`config.mk`:
```
export PLATFORM = sky130hd
export DESIGN_NAME = captive_dns_a_responder
export DESIGN_NICKNAME = d
export VERILOG_FILES = /design/src/hdl/cdns_pkg.sv /design/src/hdl/cdns_front.sv /design/src/hdl/cdns_fifo.sv /design/src/hdl/cdns_back.sv /design/src/hdl/captive_dns_a_responder.sv
export SDC_FILE = /design/constraint.sdc
export NUM_CORES = 1
export LEC_CHECK = 0
export ABC_AREA = 1
export BUFFER_PORTS_ARGS = -buffer_cell sky130_fd_sc_hd__buf_4
export CAP_MARGIN = 5
export CELL_PAD_IN_SITES_DETAIL_PLACEMENT = 0
export CELL_PAD_IN_SITES_GLOBAL_PLACEMENT = 1
export CORE_MARGIN = 2
export CORE_UTILIZATION = 40
export CTS_CLUSTER_DIAMETER = 50
export DETAILED_ROUTE_END_ITERATION = 8
export PLACE_DENSITY = 0.8
export SLEW_MARGIN = 20
export SYNTH_ARGS = -nofsm -noshare
export SYNTH_HDL_FRONTEND = slang
export SYNTH_HIERARCHICAL = 1
export SYNTH_SLANG_ARGS = --single-unit
```
`constraint.sdc`:
```
create_clock -name i_clk -period 3.5 [get_ports i_clk]
set_clock_uncertainty 0.1 [all_clocks]
set_input_delay 0.525 -clock i_clk [delete_from_list [all_inputs] [get_ports i_clk]]
set_output_delay 0.525 -clock i_clk [all_outputs]
set_load 0.005 [all_outputs]
```
`src/hdl/cdns_pkg.sv`:
```
// Shared types, codes and constants of the captive DNS A-record responder.
`default_nettype none

package cdns_pkg;

    // Depth of the command queue between the parser and the reply generator.
    localparam int QUEUE_DEPTH = 4;

    // Frame layout.
    localparam int POS_FLAGS_HI   = 2;
    localparam int POS_FLAGS_LO   = 3;
    localparam int POS_QDCOUNT_HI = 4;
    localparam int POS_QDCOUNT_LO = 5;
    localparam int POS_ANCOUNT_HI = 6;
    localparam int POS_ANCOUNT_LO = 7;
    localparam int HEADER_LAST    = 11;
    localparam int MIN_FRAME      = 13;
    localparam int MAX_LABEL      = 63;
    localparam int ANSWER_BYTES   = 16;
    localparam int QUESTION_TAIL  = 4;

    // Header values.
    localparam logic [15:0] REPLY_FLAGS   = 16'h8000;
    localparam logic [15:0] QUERY_MASK    = 16'h7800;
    localparam logic [15:0] QDCOUNT_ONE   = 16'h0001;
    localparam logic [15:0] ANCOUNT_ONE   = 16'h0001;
    localparam logic [31:0] TYPE_CLASS_OK = 32'h0001_0001;

    // Answer record fields.
    localparam logic [15:0] ANS_NAME_PTR = 16'hC00C;
    localparam logic [15:0] ANS_TYPE     = 16'h0001;
    localparam logic [15:0] ANS_CLASS    = 16'h0001;
    localparam logic [31:0] ANS_TTL      = 32'd300;
    localparam logic [15:0] ANS_RDLENGTH = 16'd4;

    // Status reported on the final result of a frame.
    typedef enum logic [2:0] {
        ST_OK             = 3'd0,
        ST_SHORT          = 3'd1,
        ST_NOT_QUERY      = 3'd2,
        ST_BAD_LABEL      = 3'd3,
        ST_UNTERMINATED   = 3'd4,
        ST_QUESTION_SHORT = 3'd5,
        ST_NOT_A_IN       = 3'd6,
        ST_TOO_LARGE      = 3'd7
    } t_status;

    // Parser phase, one-hot.
    typedef enum logic [4:0] {
        PH_HEADER   = 5'b00001,
        PH_LEN      = 5'b00010,
        PH_LABEL    = 5'b00100,
        PH_QUESTION = 5'b01000,
        PH_DONE     = 5'b10000
    } t_phase;

    // Command handed from the parser to the reply generator.
    typedef struct packed {
        logic       has_byte;
        logic [7:0] data;
        logic       last;
        t_status    status;
    } t_cmd;

    // Byte of the appended A answer record at the given index.
    function automatic logic [7:0] answer_byte(input logic [3:0] idx,
                                               input logic [31:0] addr);
        logic [7:0] b;
        case (idx)
            4'd0:    b = ANS_NAME_PTR[15:8];
            4'd1:    b = ANS_NAME_PTR[7:0];
            4'd2:    b = ANS_TYPE[15:8];
            4'd3:    b = ANS_TYPE[7:0];
            4'd4:    b = ANS_CLASS[15:8];
            4'd5:    b = ANS_CLASS[7:0];
            4'd6:    b = ANS_TTL[31:24];
            4'd7:    b = ANS_TTL[23:16];
            4'd8:    b = ANS_TTL[15:8];
            4'd9:    b = ANS_TTL[7:0];
            4'd10:   b = ANS_RDLENGTH[15:8];
            4'd11:   b = ANS_RDLENGTH[7:0];
            4'd12:   b = addr[31:24];
            4'd13:   b = addr[23:16];
            4'd14:   b = addr[15:8];
            default: b = addr[7:0];
        endcase
        return b;
    endfunction

endpackage

`default_nettype wire

```
`src/hdl/cdns_front.sv`:
```
// Query parser: classifies each accepted byte and issues reply commands.
`default_nettype none

module cdns_front #(
    parameter int BUFFER_BYTES = 512
) (
    input  wire logic          i_clk,
    input  wire logic          i_rst_n,
    input  wire logic          i_accept,
    input  wire logic [7:0]    i_in_byte,
    input  wire logic          i_in_last,
    output logic               o_push,
    output cdns_pkg::t_cmd     o_cmd
);
    import cdns_pkg::*;

    localparam int PW = $clog2(BUFFER_BYTES + 1);
    localparam int SW = PW + 1;
    localparam logic [PW-1:0] BUF_LIMIT = PW'(BUFFER_BYTES);

    logic [PW-1:0] r_pos, n_pos;
    t_phase        r_phase, n_phase;
    t_status       r_err, n_err;
    logic [5:0]    r_left, n_left;
    logic [1:0]    r_qseen, n_qseen;
    logic [7:0]    r_flags_hi, n_flags_hi;
    logic [7:0]    r_qd_hi, n_qd_hi;
    logic [23:0]   r_tc, n_tc;

    logic          emit;
    logic [7:0]    ob;
    t_status       st;
    logic [SW-1:0] answer_end;

    assign answer_end = {1'b0, r_pos} + SW'(ANSWER_BYTES + 1);

    // Parse one byte and work out the frame status if it is the last.
    always_comb begin
        n_pos      = r_pos;
        n_phase    = r_phase;
        n_err      = r_err;
        n_left     = r_left;
        n_qseen    = r_qseen;
        n_flags_hi = r_flags_hi;
        n_qd_hi    = r_qd_hi;
        n_tc       = r_tc;
        emit       = 1'b0;
        ob         = i_in_byte;
        st         = ST_OK;

        if (i_accept && (r_pos < BUF_LIMIT)) begin
            n_pos = r_pos + 1'b1;
            if (r_err == ST_OK) begin
                case (r_phase)
                    PH_HEADER: begin
                        emit = 1'b1;
                        if (r_pos == PW'(POS_FLAGS_HI)) begin
                            n_flags_hi = i_in_byte;
                            ob         = REPLY_FLAGS[15:8];
                        end else if (r_pos == PW'(POS_FLAGS_LO)) begin
                            ob = REPLY_FLAGS[7:0];
                            if (r_flags_hi[7] ||
                                (({r_flags_hi, i_in_byte} & QUERY_MASK) != 16'h0000)) begin
                                n_err = ST_NOT_QUERY;
                                emit  = 1'b0;
                            end
                        end else if (r_pos == PW'(POS_QDCOUNT_HI)) begin
                            n_qd_hi = i_in_byte;
                        end else if (r_pos == PW'(POS_QDCOUNT_LO)) begin
                            if ({r_qd_hi, i_in_byte} != QDCOUNT_ONE) begin
                                n_err = ST_NOT_QUERY;
                                emit  = 1'b0;
                            end
                        end else if (r_pos == PW'(POS_ANCOUNT_HI)) begin
                            ob = ANCOUNT_ONE[15:8];
                        end else if (r_pos == PW'(POS_ANCOUNT_LO)) begin
                            ob = ANCOUNT_ONE[7:0];
                        end
                        if (r_pos >= PW'(HEADER_LAST)) begin
                            n_phase = PH_LEN;
                        end
                    end
                    PH_LEN: begin
                        emit = 1'b1;
                        if (i_in_byte == 8'd0) begin
                            n_phase = PH_QUESTION;
                            n_qseen = 2'd0;
                        end else if (i_in_byte > 8'(MAX_LABEL)) begin
                            n_err = ST_BAD_LABEL;
                            emit  = 1'b0;
                        end else begin
                            n_left  = i_in_byte[5:0];
                            n_phase = PH_LABEL;
                        end
                    end
                    PH_LABEL: begin
                        emit   = 1'b1;
                        n_left = r_left - 1'b1;
                        if (n_left == 6'd0) begin
                            n_phase = PH_LEN;
                        end
                    end
                    PH_QUESTION: begin
                        emit    = 1'b1;
                        n_tc    = {r_tc[15:0], i_in_byte};
                        n_qseen = r_qseen + 1'b1;
                        if (r_qseen == 2'(QUESTION_TAIL - 1)) begin
                            n_phase = PH_DONE;
                            if ({r_tc, i_in_byte} != TYPE_CLASS_OK) begin
                                n_err = ST_NOT_A_IN;
                                emit  = 1'b0;
                            end else if (answer_end > SW'(BUFFER_BYTES)) begin
                                n_err = ST_TOO_LARGE;
                                emit  = 1'b0;
                            end
                        end
                    end
                    default: begin
                        emit = 1'b0;
                    end
                endcase
            end
        end

        // Final status, short frames taking precedence over every other error.
        if (n_pos < PW'(MIN_FRAME)) begin
            st = ST_SHORT;
        end else if (n_err != ST_OK) begin
            st = n_err;
        end else if ((n_phase == PH_LEN) || (n_phase == PH_LABEL)) begin
            st = ST_UNTERMINATED;
        end else if (n_phase == PH_QUESTION) begin
            st = ST_QUESTION_SHORT;
        end

        // The last byte closes the frame and returns the parser to its start.
        if (i_accept && i_in_last) begin
            n_pos   = '0;
            n_phase = PH_HEADER;
            n_err   = ST_OK;
            n_left  = 6'd0;
            n_qseen = 2'd0;
        end
    end

    // Command towards the reply generator.
    always_comb begin
        o_cmd.has_byte = emit && (!i_in_last || (st == ST_OK));
        o_cmd.data     = ob;
        o_cmd.last     = i_in_last;
        o_cmd.status   = i_in_last ? st : ST_OK;
        o_push         = i_accept && (emit || i_in_last);
    end

    // Parser control state.
    always_ff @(posedge i_clk) begin
        if (!i_rst_n) begin
            r_pos   <= '0;
            r_phase <= PH_HEADER;
            r_err   <= ST_OK;
            r_left  <= 6'd0;
            r_qseen <= 2'd0;
        end else begin
            r_pos   <= n_pos;
            r_phase <= n_phase;
            r_err   <= n_err;
            r_left  <= n_left;
            r_qseen <= n_qseen;
        end
    end

    // Captured header and question fields.
    always_ff @(posedge i_clk) begin
        r_flags_hi <= n_flags_hi;
        r_qd_hi    <= n_qd_hi;
        r_tc       <= n_tc;
    end

endmodule

`default_nettype wire

```
`src/hdl/cdns_fifo.sv`:
```
// Short command queue between the parser and the reply generator.
`default_nettype none

module cdns_fifo (
    input  wire logic           i_clk,
    input  wire logic           i_rst_n,
    input  wire logic           i_push,
    input  wire cdns_pkg::t_cmd i_cmd,
    input  wire logic           i_pop,
    output cdns_pkg::t_cmd      o_cmd,
    output logic                o_full,
    output logic                o_empty
);
    import cdns_pkg::*;

    localparam int AW = $clog2(QUEUE_DEPTH);
    localparam int CW = $clog2(QUEUE_DEPTH + 1);

    t_cmd          r_mem [QUEUE_DEPTH];
    logic [AW-1:0] r_wr, r_rd;
    logic [CW-1:0] r_count;
    logic          wr_en, rd_en;

    assign o_full  = (r_count == CW'(QUEUE_DEPTH));
    assign o_empty = (r_count == '0);
    assign wr_en   = i_push && !o_full;
    assign rd_en   = i_pop && !o_empty;
    assign o_cmd   = r_mem[r_rd];

    // Pointers and fill level.
    always_ff @(posedge i_clk) begin
        if (!i_rst_n) begin
            r_wr    <= '0;
            r_rd    <= '0;
            r_count <= '0;
        end else begin
            if (wr_en) begin
                r_wr <= (r_wr == AW'(QUEUE_DEPTH - 1)) ? '0 : r_wr + 1'b1;
            end
            if (rd_en) begin
                r_rd <= (r_rd == AW'(QUEUE_DEPTH - 1)) ? '0 : r_rd + 1'b1;
            end
            if (wr_en && !rd_en) begin
                r_count <= r_count + 1'b1;
            end else if (rd_en && !wr_en) begin
                r_count <= r_count - 1'b1;
            end
        end
    end

    // Storage.
    always_ff @(posedge i_clk) begin
        if (wr_en) begin
            r_mem[r_wr] <= i_cmd;
        end
    end

endmodule

`default_nettype wire

```
`src/hdl/cdns_back.sv`:
```
// Reply generator: turns queued commands into result bytes and the answer tail.
`default_nettype none

module cdns_back (
    input  wire logic           i_clk,
    input  wire logic           i_rst_n,
    input  wire cdns_pkg::t_cmd i_cmd,
    input  wire logic           i_cmd_empty,
    output logic                o_cmd_pop,
    input  wire logic [31:0]    i_server_address,
    input  wire logic           i_pop,
    output logic                o_valid,
    output logic [7:0]          o_byte,
    output logic                o_last,
    output logic [2:0]          o_status
);
    import cdns_pkg::*;

    logic       r_busy;
    t_cmd       r_cmd;
    logic [3:0] r_idx;
    logic       r_out_valid;
    logic [7:0] r_out_byte;
    logic       r_out_last;
    t_status    r_out_status;

    logic       advance;
    logic       load;
    logic [7:0] step_byte;
    logic       step_last;
    t_status    step_status;
    logic       step_done;

    // One result is produced whenever a command is held and the output register is free or drained.
    assign advance   = r_busy && (!r_out_valid || i_pop);
    assign load      = !r_busy || (advance && step_done);
    assign o_cmd_pop = load && !i_cmd_empty;

    // Result selected by the current command.
    always_comb begin
        if (r_cmd.has_byte) begin
            step_byte   = r_cmd.data;
            step_last   = 1'b0;
            step_status = ST_OK;
            step_done   = !r_cmd.last;
        end else if (r_cmd.status != ST_OK) begin
            step_byte   = 8'h00;
            step_last   = 1'b1;
            step_status = r_cmd.status;
            step_done   = 1'b1;
        end else begin
            step_byte   = answer_byte(r_idx, i_server_address);
            step_last   = (r_idx == 4'(ANSWER_BYTES - 1));
            step_status = ST_OK;
            step_done   = step_last;
        end
    end

    // Command register and answer counter.
    always_ff @(posedge i_clk) begin
        if (!i_rst_n) begin
            r_busy <= 1'b0;
        end else if (load) begin
            r_busy <= !i_cmd_empty;
        end
    end

    always_ff @(posedge i_clk) begin
        if (load) begin
            r_cmd <= i_cmd;
            r_idx <= 4'd0;
        end else if (advance) begin
            if (r_cmd.has_byte) begin
                r_cmd.has_byte <= 1'b0;
            end else begin
                r_idx <= r_idx + 1'b1;
            end
        end
    end

    // Output register.
    always_ff @(posedge i_clk) begin
        if (!i_rst_n) begin
            r_out_valid <= 1'b0;
        end else if (advance) begin
            r_out_valid <= 1'b1;
        end else if (i_pop) begin
            r_out_valid <= 1'b0;
        end
    end

    always_ff @(posedge i_clk) begin
        if (advance) begin
            r_out_byte   <= step_byte;
            r_out_last   <= step_last;
            r_out_status <= step_status;
        end
    end

    assign o_valid  = r_out_valid;
    assign o_byte   = r_out_byte;
    assign o_last   = r_out_last;
    assign o_status = r_out_status;

endmodule

`default_nettype wire

```
`src/hdl/captive_dns_a_responder.sv`:
```
// Top level of the captive DNS A-record responder.
// A result passes through the command queue, the command register and the output register of the reply generator.
// Throughput: one byte per cycle while the queue is not full and results are taken; the last byte of a
// good frame adds the sixteen-byte answer record, stepped by the answer counter of the reply generator.
// The command queue holds four commands, so input stalls once it is full.
// Reset is synchronous, active low: frame state and queue clear, address is 0.
`default_nettype none

module captive_dns_a_responder #(
    parameter int BUFFER_BYTES = 512
) (
    input  wire logic        i_clk,
    input  wire logic        i_rst_n,
    input  wire logic        push,
    output logic             full,
    input  wire logic [7:0]  i_in_byte,
    input  wire logic        i_in_last,
    output logic             empty,
    input  wire logic        pop,
    output logic [7:0]       o_out_byte,
    output logic             o_out_last,
    output logic [2:0]       o_status,
    input  wire logic        valid,
    output logic             ready,
    input  wire logic [31:0] i_server_address
);
    import cdns_pkg::*;

    logic [31:0] r_server_address;
    logic        accept;
    logic        q_push, q_pop, q_full, q_empty;
    t_cmd        q_in, q_out;
    logic        out_valid;

    assign ready  = 1'b1;
    assign full   = q_full;
    assign accept = push && !q_full;
    assign empty  = !out_valid;

    // Server address register.
    always_ff @(posedge i_clk) begin
        if (!i_rst_n) begin
            r_server_address <= 32'd0;
        end else if (valid && ready) begin
            r_server_address <= i_server_address;
        end
    end

    cdns_front #(
        .BUFFER_BYTES (BUFFER_BYTES)
    ) u_front (
        .i_clk     (i_clk),
        .i_rst_n   (i_rst_n),
        .i_accept  (accept),
        .i_in_byte (i_in_byte),
        .i_in_last (i_in_last),
        .o_push    (q_push),
        .o_cmd     (q_in)
    );

    cdns_fifo u_fifo (
        .i_clk   (i_clk),
        .i_rst_n (i_rst_n),
        .i_push  (q_push),
        .i_cmd   (q_in),
        .i_pop   (q_pop),
        .o_cmd   (q_out),
        .o_full  (q_full),
        .o_empty (q_empty)
    );

    cdns_back u_back (
        .i_clk            (i_clk),
        .i_rst_n          (i_rst_n),
        .i_cmd            (q_out),
        .i_cmd_empty      (q_empty),
        .o_cmd_pop        (q_pop),
        .i_server_address (r_server_address),
        .i_pop            (pop),
        .o_valid          (out_valid),
        .o_byte           (o_out_byte),
        .o_last           (o_out_last),
        .o_status         (o_status)
    );

endmodule

`default_nettype wire

```
==> results.toml <==
[synthesis]
synth_compound_gate_area_share = 0.06487
ys_async_sr_fraction = 0
ys_seq_area_frac = 0.5355
synthAdderAreaFrac = 0.02688
synthXorXnorAreaFrac = 0.008641
yosysUniqueCellTypes = 48
synthesis.nets = 1125
synthFlopType = "edfxtp_1"
synth_seq_cells = 187
synth_area_per_cell_um2 = 8.606
synth_cells = 1060
synth_edf_count = 114
synthTopCellsByCount = "nand2_1 (231), nor2_1 (213), inv_1 (140)"
synth.area.mux_share = 0
synthSimpleGateAreaFrac = 0.2766
yosysTopAreaCellShare = 0.3753
synth_top_family_by_area = "simple AND/OR/NAND/NOR gates"
synth_area_leaders = "edfxtp_1 (38%), dfxtp_1 (16%), nand2_1 (9.5%), nor2_1 (8.8%), inv_1 (5.8%)"
netlist_area_um2 = 9122
synth_top_area_cell = "edfxtp_1"
yosys_warnings = 6
yosysMostFrequentCell = "nand2_1"

[global_route]
use_met2 = 0.2851
grt_overflow = 0
grt_max_degree = 65
grt_pass1_vias = 6407
grt_use_met1 = 0.2128
grtUsageMet3 = 0.03510
grt_util_all_layers = 0.1664
grt_pass1_wl_mm = 31.54
antenna_found_initial = 0
grt_busiest_layer = "met2"

[setup_path]
reg2reg_to = "u_fifo/r_count[2]"
reg2reg_depth = 21
required_ns = 3.72
critPathLaunchType = "flop"
worstSetupPathType = "flop to flop"
path_max_fanout = 8
r2r_slack_ns = 0.39
cp.arrival_ns = 3.33
worstSetupEndpointType = "flop"
timing.rr.start = "u_front/r_pos[0]"

[cts]
cts_root_buf = "clkbuf_16"
cts.sinks = 187
hold_buffers = 0
post_cts_buffers = 0
clk_path_buf_depth = 2
post_cts_resized = 0
clk_latency_ns = 0.43
cts_tree = "built"
cts_max_level = 4
cts_buffers = 17
clk_pin_slew_worst_paths_ns = 0.07

[detailed_routing]
drt-initial-drc-count = 426
dr.pass1.iters = 7
drc = 0
wirelength_mm = 19.16
routedWlPerCell_um = 13.43
vias = 6712
ant_nets = 0
vias_per_cell = 4.707

[layout]
area_growth_pct = 13.37
final_cell_area_um2 = 10340
n_antenna_cell = 0
final.fill_count = 2195
drive_above_1_share = 0.1499
nNetsFinal = 1193
seq_area_um2 = 4885
multi_input_area_um2 = 3446

[floorplan]
start_util = 0.4054
die_area_um2 = 24030
num_rows = 55
die_x_um = 155.0
ios = 61
die_y_um = 155.0
coreArea_um2 = 22500

[pwr]
p_leak_nw = 4.535
p_comb_frac = 0.235
pwr_density_cell_nw_per_um2 = 593.4
clkPwrFrac = 0.286
p_int_w = 0.004247
p_sw_frac = 0.3080
p_switching_w = 0.001890
p_seq_frac = 0.480
max-vdd-ir-drop_mv = 0.3646

[flow_run]
drv_cap = 0

[worst_hold_path]
hold_start = "i_in_byte[1]"
min_path_cells = 1
hold_end = "u_front/r_qd_hi[1]"
hp-class = "input pin to flop"

[placement]
gp_congestion = 0.8806
place_area_um2 = 9806
port_buffers = 59
hpwlAfterDp_mm = 14.03

[sta]
max_freq_mhz = 321.9
hold_viol = 0
worst_slew_pin_slew_ns = 0.8423
setup_viol = 0
finalSetupTns_ns = 0
finalCritPeriodShare = 0.8875
relSlewSlack = 0.4377
finalMaxSlewViolations = 0
rsz0062_at_grt = "no"
min_period_ns = 3.106

[outcome]
status = "complete, no violations"
## cell families after synthesis
logic type | Yosys count
other cells | 1
xor+xnor | 9
buf+inv | 174
simple gates | 573
compound gates | 97
flops | 187
fa+ha+maj | 19
## per-stage QoR
| step | power (W) | instances | utilization | setup WS (ns) | hold slack [ns] |
|---|---|---|---|---|---|
| after floorplan | 0.004020 | 1060 | - | 0.5677 | 0.3166 |
| after global placement | 0.004421 | 1394 | 0.4358 | 0.1900 | 0.3226 |
| after detailed placement | 0.004444 | 1394 | 0.4358 | 0.1464 | 0.3294 |
| after CTS | 0.006201 | 1426 | 0.4596 | 0.3841 | 0.1973 |
| after global routing | 0.006522 | 1426 | 0.4596 | 0.0005640 | 0.1969 |
| final | 0.006137 | 1426 | 0.4596 | 0.3937 | 0.2150 |
## cell usage in the layout (no fill, tap or decap), types with 3 or more instances in the layout
cell type    n
inv_1      142
o22ai_1      8
o22ai_2      6
nand2_1    231
nor2_1     212
nand4_1     17
nor3_1       6
buf_4       73
nor2_2      18
nand3_2      5
or2_2        3
clkbuf_16   18
ha_1        18
o21ai_1      7
nand3b_1     3
edfxtp_1   114
dfxtp_1     73
o21ai_0     42
o21ai_2      3
nand2_2     13
nand3_1     50
nor2_4       4
a211oi_1     6
clkinv_4     5
clkbuf_1     4
xor2_1       9
a21oi_1     16
inv_2        9
## worst max path at each step
stage / from / end / slack [ns] / depth (start not counted)
floorplan: i_in_byte[7] / u_fifo/r_count[2] / 0.57 / 20
global placement: i_in_byte[3] / u_fifo/r_count[2] / 0.19 / 21
detailed placement: i_in_byte[7] / u_fifo/r_count[2] / 0.15 / 21
CTS: u_front/r_pos[0] / u_fifo/r_count[2] / 0.38 / 20
global route: u_front/r_pos[0] / u_fifo/r_count[2] / 0.0006 / 20
finish: u_front/r_pos[0] / u_fifo/r_count[2] / 0.39 / 21
## layer usage
| layer | wire length (um) | vias up |
|---|---|---|
| li1 | - | 3534 |
| met1 | 8941 | 3051 |
| met2 | 9264 | 107 |
| met3 | 680 | 20 |
| met4 | 268 | 0 |
| met5 | 0 | - |
## worst max-delay path: stages (launching register included)
cell and delay [ns]:
dfxtp_1 0.47, nand3_1 0.19, o21ai_0 0.24, nand2_1 0.08, nand2_1 0.06, nand2_1 0.04
nand2_1 0.08, nand3_1 0.12, o221ai_1 0.20, nand2_1 0.11, o21ai_0 0.17, nand2_2 0.10
inv_1 0.07, ha_1 0.16, inv_1 0.07, fa_1 0.44, inv_1 0.06, nand2_1 0.06
nand3_1 0.06, nand2_1 0.05, inv_1 0.04, nor2_1 0.03
## flip-flops by register name (all words and copies together) (netlist names), 4 cells and up, named ones only
register / cells
u_back/r_cmd: 13
u_front/r_pos: 10
u_front/r_phase: 5
u_front/r_flags_hi: 5
u_front/r_left: 6
r_server_address: 32
u_back/o_byte: 8
u_front/r_qd_hi: 8
u_back/r_idx: 4
u_fifo/r_mem: 52
u_front/r_tc: 24
## power by group through the flow
stage                     sequential (W)  clock (W)  combinational [W]
final                            0.00294    0.00175            0.00144
after global routing             0.00298    0.00189            0.00165
after CTS                        0.00295    0.00180            0.00146
after detailed placement         0.00299          0            0.00145
after global placement           0.00299          0            0.00143
after floorplan                  0.00293          0            0.00109
## final cells by class
class                   instances  share of cell area
inverters                     150             0.05517
repair buffers                 73             0.05299
flip-flops and latches        187              0.4723
clock buffers                  22             0.04500
clock inverters                10            0.006896
multi-input cells             699              0.3332
well taps                     285             0.03448
(Power assumes the default switching activity.)
